### src/design/gtss_pkg.sv
// Package for the granule tag shadow store: sizes, request and state codes,
// and the structs passed between the sequencer, divider and tag memory.
// No dependencies.
`timescale 1ns / 1ps

package gtss_pkg;

  localparam int TAG_ENTRIES = 4096;
  localparam int IDX_W       = (TAG_ENTRIES > 1) ? $clog2(TAG_ENTRIES) : 1;
  localparam int LIMIT_W     = $clog2(TAG_ENTRIES + 1);

  localparam int ADDR_W      = 32;
  localparam int SIZE_W      = 32;
  localparam int TAG_W       = 8;
  localparam int GRAN_W      = 9;
  localparam int GIU_W       = 13;
  localparam int WRITTEN_W   = 13;

  localparam int QUOT_W      = ADDR_W + 1;
  localparam int DIV_STEPS   = QUOT_W;
  localparam int DIV_CNT_W   = $clog2(DIV_STEPS + 1);

  localparam int CFG_ADDR_W  = 3;
  localparam int CFG_DATA_W  = 32;
  localparam int CFG_SEL_BIT = 2;
  localparam logic CFG_IDX_GRAN = 1'b0;
  localparam logic CFG_IDX_GIU  = 1'b1;

  localparam logic [GRAN_W-1:0] GRAN_RESET = GRAN_W'(16);
  localparam logic [GIU_W-1:0]  GIU_RESET  = GIU_W'(4096);

  typedef enum logic [1:0] {
    REQ_TAG   = 2'd0,
    REQ_CLEAR = 2'd1,
    REQ_CHECK = 2'd2
  } req_type_t;

  typedef enum logic [2:0] {
    ST_CLR,
    ST_IDLE,
    ST_DIV_FIRST,
    ST_DIV_LAST,
    ST_FILL,
    ST_CHK,
    ST_DONE
  } seq_state_t;

  typedef struct packed {
    logic              start;
    logic [QUOT_W-1:0] dividend;
    logic [GRAN_W-1:0] divisor;
  } div_req_t;

  typedef struct packed {
    logic              done;
    logic [QUOT_W-1:0] quotient;
  } div_rsp_t;

  typedef struct packed {
    logic             wr_en;
    logic             rd_en;
    logic [IDX_W-1:0] addr;
    logic [TAG_W-1:0] wr_data;
  } mem_req_t;

endpackage

### src/design/gtss_div.sv
// Shared restoring divider, one quotient bit per cycle, 33-bit dividend by
// 9-bit divisor. Depends on gtss_pkg.
`timescale 1ns / 1ps

module gtss_div (
  input  logic               clk,
  input  logic               rst_n,
  input  gtss_pkg::div_req_t req,
  output gtss_pkg::div_rsp_t rsp
);
  import gtss_pkg::*;

  logic [QUOT_W-1:0]    q_r, q_nxt;
  logic [GRAN_W-1:0]    rem_r, rem_nxt;
  logic [GRAN_W-1:0]    dvs_r, dvs_nxt;
  logic [DIV_CNT_W-1:0] cnt_r, cnt_nxt;
  logic                 busy_r, busy_nxt;
  logic                 done_r, done_nxt;
  logic [GRAN_W:0]      rem_sh;
  logic [GRAN_W:0]      diff;
  logic                 ge;

  always_comb begin
    rem_sh = {rem_r, q_r[QUOT_W-1]};
    diff   = rem_sh - {1'b0, dvs_r};
    ge     = (rem_sh >= {1'b0, dvs_r});
  end

  always_comb begin
    q_nxt    = q_r;
    rem_nxt  = rem_r;
    dvs_nxt  = dvs_r;
    cnt_nxt  = cnt_r;
    busy_nxt = busy_r;
    done_nxt = 1'b0;
    if (req.start) begin
      q_nxt    = req.dividend;
      rem_nxt  = '0;
      dvs_nxt  = req.divisor;
      cnt_nxt  = DIV_CNT_W'(DIV_STEPS);
      busy_nxt = 1'b1;
    end else if (busy_r) begin
      q_nxt   = {q_r[QUOT_W-2:0], ge};
      rem_nxt = ge ? diff[GRAN_W-1:0] : rem_sh[GRAN_W-1:0];
      cnt_nxt = cnt_r - DIV_CNT_W'(1);
      if (cnt_r == DIV_CNT_W'(1)) begin
        busy_nxt = 1'b0;
        done_nxt = 1'b1;
      end
    end
  end

  always_ff @(posedge clk) begin
    if (!rst_n) begin
      busy_r <= 1'b0;
      done_r <= 1'b0;
      cnt_r  <= '0;
    end else begin
      busy_r <= busy_nxt;
      done_r <= done_nxt;
      cnt_r  <= cnt_nxt;
    end
  end

  always_ff @(posedge clk) begin
    q_r   <= q_nxt;
    rem_r <= rem_nxt;
    dvs_r <= dvs_nxt;
  end

  assign rsp.done     = done_r;
  assign rsp.quotient = q_r;

endmodule

### config.mk
export PLATFORM = sky130hd
export DESIGN_NAME = gtss_div
export DESIGN_NICKNAME = d
export VERILOG_FILES = /design/src/design/gtss_pkg.sv /design/src/design/gtss_div.sv
export SDC_FILE = /design/constraint.sdc
export NUM_CORES = 1
export LEC_CHECK = 0
export BUFFER_PORTS_ARGS = -buffer_cell sky130_fd_sc_hd__buf_2
export CELL_PAD_IN_SITES_DETAIL_PLACEMENT = 1
export CELL_PAD_IN_SITES_GLOBAL_PLACEMENT = 1
export CORE_MARGIN = 2
export CORE_UTILIZATION = 40
export CTS_BUF_LIST = sky130_fd_sc_hd__clkbuf_8
export CTS_CLUSTER_SIZE = 28
export DETAILED_ROUTE_END_ITERATION = 10
export GPL_ROUTABILITY_DRIVEN = 0
export MAX_ROUTING_LAYER = met4
export PLACE_DENSITY_LB_ADDON = 0.1
export SYNTH_ARGS = -nofsm -noshare
export SYNTH_HDL_FRONTEND = slang
export SYNTH_SLANG_ARGS = --single-unit
export TNS_END_PERCENT = 100
### constraint.sdc
create_clock -name clk -period 4.9 [get_ports clk]
set_clock_uncertainty 0.15 [all_clocks]
set_input_delay 0.735 -clock clk [delete_from_list [all_inputs] [get_ports clk]]
set_output_delay 0.735 -clock clk [all_outputs]
set_load 0.01 [all_outputs]
### After elaboration in Yosys (flattened, before gate mapping)

Index checks and enable logic that the tools add are counted.

| cells by class | value |
|---|---|
| bitwise logic cells | 2 |
| muxes and demuxes | 9 |
| $mul | 0 |
| equal/unequal tests | 1 |
| divide/modulo/power cells | 0 |
| reductions and logical operators | 3 |
| shift operators | 0 |
| order comparisons | 1 |
| add/subtract/negate cells | 2 |

Operators by type and width:

| operator | number |
|---|---|
| $mux W33 | 2 |
| $mux W6 | 2 |
| $ge A10 B9 Y1 | 1 |
| $mux W9 | 1 |
| $sub A9 B9 Y9 | 1 |
| $eq A6 B1 Y1 const B | 1 |
| $sub A6 B1 Y6 const B | 1 |
| $mux W1 | 4 |
| $reduce_or A3 Y1 | 1 |
| $not A1 Y1 | 2 |
| $reduce_bool A2 Y1 | 1 |
| $reduce_or A2 Y1 | 1 |

| storage, ports and cells | value |
|---|---|
| register bits after elaboration | 59 |
| memories kept | 0 |
| word-level logic and storage cells | 25 |
| bits in latches | 0 |
| bits in read-only memories | 0 |
| memory bits (writable) | 0 |
| input bits | 45 |

### Logic depth before layout (Yosys ltp)

Gate-level depths: netlist of run 1.

| depth | value |
|---|---|
| word-level depth | 4 |
| mapped depth | 9 |

### Least setup slack after synthesis of run 1

No wires, ideal clock.

| timing | value |
|---|---|
| path type | flip-flop to flip-flop |
| from | register q_r[32] |
| to | register q_r[0], data pin |
| data arrival time | 2198 ps |
| setup time | 262 ps |
| data required time | 4488 ps |
| period minus slack after synthesis | 2610 ps |
| path slack | 2290 ps |
| cell stages (with the launch flop) | 9 |
| cell sequence | edfxtp_1 inv_1 ha_1 inv_1 fa_1 a211oi_1 o21a_1 o211ai_2 mux2_1 |

| between the ends | value |
|---|---|
| longest elaborated chain between the ends | 3 |

RTL lines:

| element | line | source |
|---|---|---|
| from (decl) | gtss_div.sv:13 | `logic [QUOT_W-1:0] q_r, q_nxt;` |
| from (signal assigned) | gtss_div.sv:66 | `q_r <= q_nxt;` |
| $ge A10 B9 Y1 | gtss_div.sv:26 | `ge = (rem_sh >= {1'b0, dvs_r});` |
| $mux W33 | gtss_div.sv:42 | `end else if (busy_r) begin` |
| $mux W33 | gtss_div.sv:36 | `if (req.start) begin` |
| net q_nxt[0] | gtss_div.sv:13 |  |

The timed path passes the listed nets, and every way through them passes these cells. The select of a mux whose other input is x is not followed.
A chain may end at the register's enable or synchronous reset.

### Final worst setup path of run 1

Ends and elaborated chain as after synthesis.

==> results_dict.tcl, run 1 <==
set metrics [dict create \
    drive_gt1_frac 0.420 \
    synth_fa_ha_area_frac 0.0544 \
    ant_nets 0 \
    status "completed" \
    via_count 2078 \
    ys_warn_count 0 \
    syn-mean-instance-area_um2 12.7 \
    clock_latency_ns 0.33 \
    clkTransAtPathRegs_ns 0.07 \
    pwr_density_cell_nw_per_um2 355 \
    yosysSeqAreaShare 0.552 \
    h-tree-depth 3 \
    worstSetupEndpointType "register" \
    grt_pass1_wl_um 10400 \
    crit_chain "inv_1 > ha_1 > inv_1 > fa_1 > a211oi_1 > o21a_1 > o211ai_2 > mux2_1" \
    clock.fmax_mhz 348 \
    grt_pass1_vias 2152 \
    routed_wl_um 6280 \
    p_sw_frac 0.291 \
    syn_inst 229 \
    drt_iter0_markers 29 \
    crit_slowest_cell "a211oi_1" \
    diodes 0 \
    final_common_cell "buf_2" \
    dieArea_um2 7940 \
    finalSetupViolations 0 \
    slew_violations 0 \
    layout_min_cycle_time_ns 2.87 \
    synthXorXnorAreaFrac 0.0272 \
    final_cell_mix "buf_2, edfxtp_1, mux2_2" \
    crit_family "compound AO/OA/AOI/OAI gates" \
    cp.arrival_ns 2.80 \
    cts_hold_buf 0 \
    critPathMaxFanout 8 \
    cts-buffers-inserted 9 \
    core_area_um2 7140 \
    place_worst_setup_slack_ns 2.02 \
    wl_per_cell_um 15.2 \
    ys_ff_latch 59 \
    cts_root_buf "clkbuf_8" \
    comb_power_share 0.206 \
    cp-start-kind "register" \
    syn-cell-area_um2 2900 \
    syn2layout_area_growth_pct 22.1 \
    numClockSinks 59 \
    fin_nets 366 \
    post_cts_resized 0 \
    synth.mux.area_fraction 0.153 \
    critPathMostFrequentCell "inv_1" \
    grt_max_degree 34 \
    gr-total-overflow 0 \
    maxCapViolCount 0 \
    ir_worst_vdd_mv 0.156 \
    antenna_found_initial 0 \
    fin_crit_sh 0.587 \
    critical_path_class "reg2reg" \
    tns_ns 0 \
    synth_cell_types 42 \
    drc 0 \
    cp.required_ns 4.83 \
    switching_power_mw 0.366 \
    pin_count 79 \
    dpl.hpwl_um 4610 \
    cts_buffer_depth 2 \
    final_hold_viol_count 0 \
    reg2reg_slack_ns 2.03 \
    pwr-share-seq 0.496 \
    track_usage 0.181 \
    slew_headroom 0.445 \
    synthSimpleGateAreaFrac 0.0889 \
    synth_compound_area_frac 0.0911 \
    initial_core_util 0.406 \
    die_y_um 89.1 \
    synth.net_count 286 \
    rows 31 \
    die_w_um 89.1 \
    port_buffers 78 \
    timing.final.ws_setup_ns 2.03 \
    max_stage_delay_ns 0.45 \
    cts_setup_buffers 0 \
    p_leak_nw 1.49 \
    via_per_inst 5.03 \
    cts_tree "built" \
    critical_path_buf_inv_count 2 \
    hold-worst-slack_ns 0.349 \
    p_int_mw 0.890 \
    p_clk_frac 0.298 \
    hold_path.class "reg2reg" \
    tightest_slew_ns 0.831 \
    rsz0062_at_grt "false" \
    drtPass1Iterations 4 \
    synth_top_family_by_area "multiplexers" \
]
-- cells by family after synthesis --
logic type	after synthesis
and+or+nand+nor	49
xor gates and xnor gates	9
adders and majority gates	12
buffers and inverters	24
muxes	40
DFF	59
AOI/OAI and AO/OA	36
-- cell usage after synthesis, drive strengths merged --
library cell	n	area share
xor2	5	0.015
xnor2	4	0.012
nand2b	3	0.0065
ha	11	0.047
o2111ai	1	0.0030
o31ai	2	0.0052
nand4b	2	0.011
nand3b	2	0.0052
and2	1	0.0022
or2	1	0.0022
o21a	3	0.0078
and4b	1	0.0035
clkbuf	6	0.0078
buf	4	0.0073
mux2i	6	0.021
or3	2	0.0060
o21ai	1	0.0017
a21o	1	0.0026
nor3	2	0.0035
nand2	8	0.010
nor2	21	0.027
inv	14	0.018
a21oi	9	0.016
dfxtp	17	0.12
edfxtp	42	0.44
a311oi	2	0.0060
fa	1	0.0069
a211oi	10	0.028
o211a	2	0.0069
nor4	1	0.0022
nand3	4	0.0069
mux2	34	0.13
nor2b	1	0.0022
o211ai	5	0.015
-- path summary, 6_finish.rpt --
path / start / end / cells after the start
max: q_r[32]$_DFFE_PP_ / q_r[0]$_DFFE_PP_ / 8
min: rem_r[2]$_SDFFE_PP0P_ / rem_r[2]$_SDFFE_PP0P_ / 2
max reg2reg: q_r[32]$_DFFE_PP_ / q_r[0]$_DFFE_PP_ / 8
min reg2reg: rem_r[2]$_SDFFE_PP0P_ / rem_r[2]$_SDFFE_PP0P_ / 2
-- metrics by stage --
stage                     power [mW]  utilization  cells  instance area (um2)
after global placement         0.889        0.473    397                 3380
after CTS                       1.27        0.496    413                 3540
after floorplan                0.805            -    229                 2900
after global routing            1.33        0.496    413                 3540
after detailed placement       0.896        0.473    397                 3380
final                           1.26        0.496    413                 3540
-- power by group through the flow --
stage	sequential (mW)	clock, mW	combinational [mW]
after floorplan	0.640	0	0.166
after global placement	0.632	0	0.257
after detailed placement	0.633	0	0.263
after CTS	0.624	0.387	0.264
after global routing	0.630	0.411	0.291
final	0.622	0.375	0.259
-- worst register-to-register path, stage by stage (launching register included) --
cell,delay [ns]
edfxtp_1,0.40
inv_1,0.08
ha_1,0.16
inv_1,0.05
fa_1,0.40
a211oi_1,0.45
o21a_1,0.29
o211ai_2,0.25
mux2_1,0.39
-- layer usage --
metal | share of wire | global-route usage | wire length (um) | up-vias
met1 | 0.47 | 0.232 | 2970 | 1012
met3 | 0.049 | 0.0489 | 310 | 8
met2 | 0.46 | 0.275 | 2920 | 47
li1 | - | - | - | 1011
met4 | 0.014 | 0.0651 | 86 | 0
met5 | 0 | - | 0 | -
-- final cells by class --
cell class                      count  area [um2]
Fill cell                         796        3600
Sequential cell                    59        1600
Clock buffer                        9         124
Multi-Input combinational cell    146        1200
Inverter                           14        52.6
Clock inverter                      7        38.8
Timing Repair Buffer               79         398
Tap cell                           99         124
-- flip-flops by register name, summed over array words and instances, names as in the netlist --
name	count
busy_r	1
done_r	1
cnt_r	6
dvs_r	9
q_r	33
rem_r	9
No activity file was read; power rests on OpenSTA's default activity.
==> inputs of run 2 (changes only) <==
==> constraint.sdc (replaced) <==
create_clock -name clk -period 2.82 [get_ports clk]
set_clock_uncertainty 0.15 [all_clocks]
set_input_delay 0.423 -clock clk [delete_from_list [all_inputs] [get_ports clk]]
set_output_delay 0.423 -clock clk [all_outputs]
set_load 0.01 [all_outputs]
==> run 2 against run 1 <==
Against the previous run:
- routed wire length is 0.35% lower
- worst setup slack got worse by 1.8 ns
- highest routed layer unchanged
- count of clock-buffer cells in the layout stayed put
- total power increased by 84%
- die area unchanged
- via count fell by 0.58%
==> results_dict.tcl, run 2 (synthesis results as in run 1) <==
set metrics [dict create \
    core_area_um2 7140 \
    pin_count 79 \
    die_w_um 89.1 \
    finalSetupViolations 0 \
    wl_per_cell_um 14.9 \
    grt_max_degree 30 \
    via_count 2066 \
    cts-buffers-inserted 9 \
    die_y_um 89.1 \
    rows 31 \
    fin_crit_sh 0.917 \
    p_leak_nw 1.53 \
    dieArea_um2 7940 \
    gr-total-overflow 0 \
    pwr_density_cell_nw_per_um2 637 \
    largest_register_ffs 33 \
    via_per_inst 4.92 \
    clock.fmax_mhz 387 \
    critical_path_class "reg2reg" \
    cts_root_buf "clkbuf_8" \
    tightest_slew_ns 0.512 \
    use_met3 0.0628 \
    crit_slowest_cell "edfxtp_1" \
    worstSetupEndpointType "register" \
    diodes 0 \
    clkTransAtPathRegs_ns 0.07 \
    drt_iter0_markers 99 \
    final_cells 420 \
    maxCapViolCount 0 \
    routed_wl_um 6260 \
    reg_top3 "q_r (33), dvs_r (9), rem_r (9)" \
    crit_family "compound AO/OA/AOI/OAI gates" \
    dpl.hpwl_um 4620 \
    use_met1 0.234 \
    critical_path_buf_inv_count 2 \
    critPathMaxFanout 8 \
    numClockSinks 59 \
    largest_register "q_r" \
    initial_core_util 0.406 \
    drc 0 \
    rsz0062_at_grt "false" \
    critPathMostFrequentCell "inv_1" \
    status "completed" \
    final_cell_mix "buf_2, edfxtp_1, mux2_2" \
    track_usage 0.181 \
    antenna_found_initial 0 \
    cts_buffer_depth 2 \
    cts_hold_buf 0 \
    syn2layout_area_growth_pct 24.9 \
    drtPass1Iterations 4 \
    grt_busiest_layer "met2" \
    fin_nets 373 \
    final_hold_viol_count 0 \
    cts_setup_buffers 0 \
    grt_pass1_vias 2126 \
    post_cts_resized 0 \
    drive_gt1_frac 0.433 \
    port_buffers 78 \
    cts_tree "built" \
    hold-worst-slack_ns 0.110 \
    grt_pass1_wl_um 10500 \
    ir_worst_vdd_mv 0.303 \
    final_common_cell "buf_2" \
    max_stage_delay_ns 0.41 \
    met2_usage 0.270 \
    crit_chain "inv_1 > ha_1 > inv_1 > fa_1 > a211oi_1 > o21a_1 > o211ai_2 > mux2_1" \
    cp.required_ns 2.76 \
    cp-start-kind "register" \
    dp_cells 404 \
    layout_min_cycle_time_ns 2.59 \
    hold_path.class "in2reg" \
    slew_violations 0 \
    tns_ns 0 \
    ant_nets 0 \
    clock_latency_ns 0.33 \
    h-tree-depth 3 \
    slew_headroom 0.657 \
    cp.arrival_ns 2.52 \
]
run 2: area by class of cell:
cell class | instances | area [um2]
clock buffers | 9 | 124
clock inverters | 7 | 67.6
fillers | 831 | 3520
inverters | 14 | 52.6
multi-input cells | 146 | 1200
flip-flops and latches | 59 | 1600
well taps | 99 | 124
repair buffers | 86 | 450
run 2: power by group:
| group | internal [mW] | total [mW] | switching, mW |
|---|---|---|---|
| sequential | 1.03 | 1.07 | 0.0465 |
| combinational | 0.223 | 0.471 | 0.248 |
| clock | 0.405 | 0.760 | 0.355 |
run 2: stage by stage:
step,setup slack [ns],util,total power [mW],area [um2]
finish,0.234,0.507,2.30,3620
global route,0.0428,0.507,2.44,3620
CTS,0.222,0.507,2.34,3620
detailed placement,0.239,0.481,1.57,3430
global placement,0.264,0.481,1.56,3430
floorplan,0.210,-,1.40,2900
run 2: per-layer routing:
metal  vias to the layer above  wire (um)
met5                         -          0
met4                         0         82
met2                        52       3050
met3                         8        347
met1                       986       2780
li1                       1020          -
run 2: worst paths after layout:
kind | from | end | slack [ns] | cells after the start
worst max-delay path | q_r[32]$_DFFE_PP_ | q_r[0]$_DFFE_PP_ | 0.23 | 8
worst min-delay path | req[6] | dvs_r[6]$_DFFE_PP_ | 0.11 | 1
worst max register to register | q_r[32]$_DFFE_PP_ | q_r[0]$_DFFE_PP_ | 0.23 | 8
worst min register to register | cnt_r[1]$_SDFFE_PP0P_ | cnt_r[1]$_SDFFE_PP0P_ | 0.36 | 2
run 2: worst reg2reg max path, delay by kind of cell, from the launching register on:
kind                     cells  cell delay [ns]
buffers and inverters        2             0.13
AO/OA/AOI/OAI                3             0.72
adder cells (fa/ha/maj)      2             0.55
flip-flops                   1             0.41
multiplexers                 1             0.38
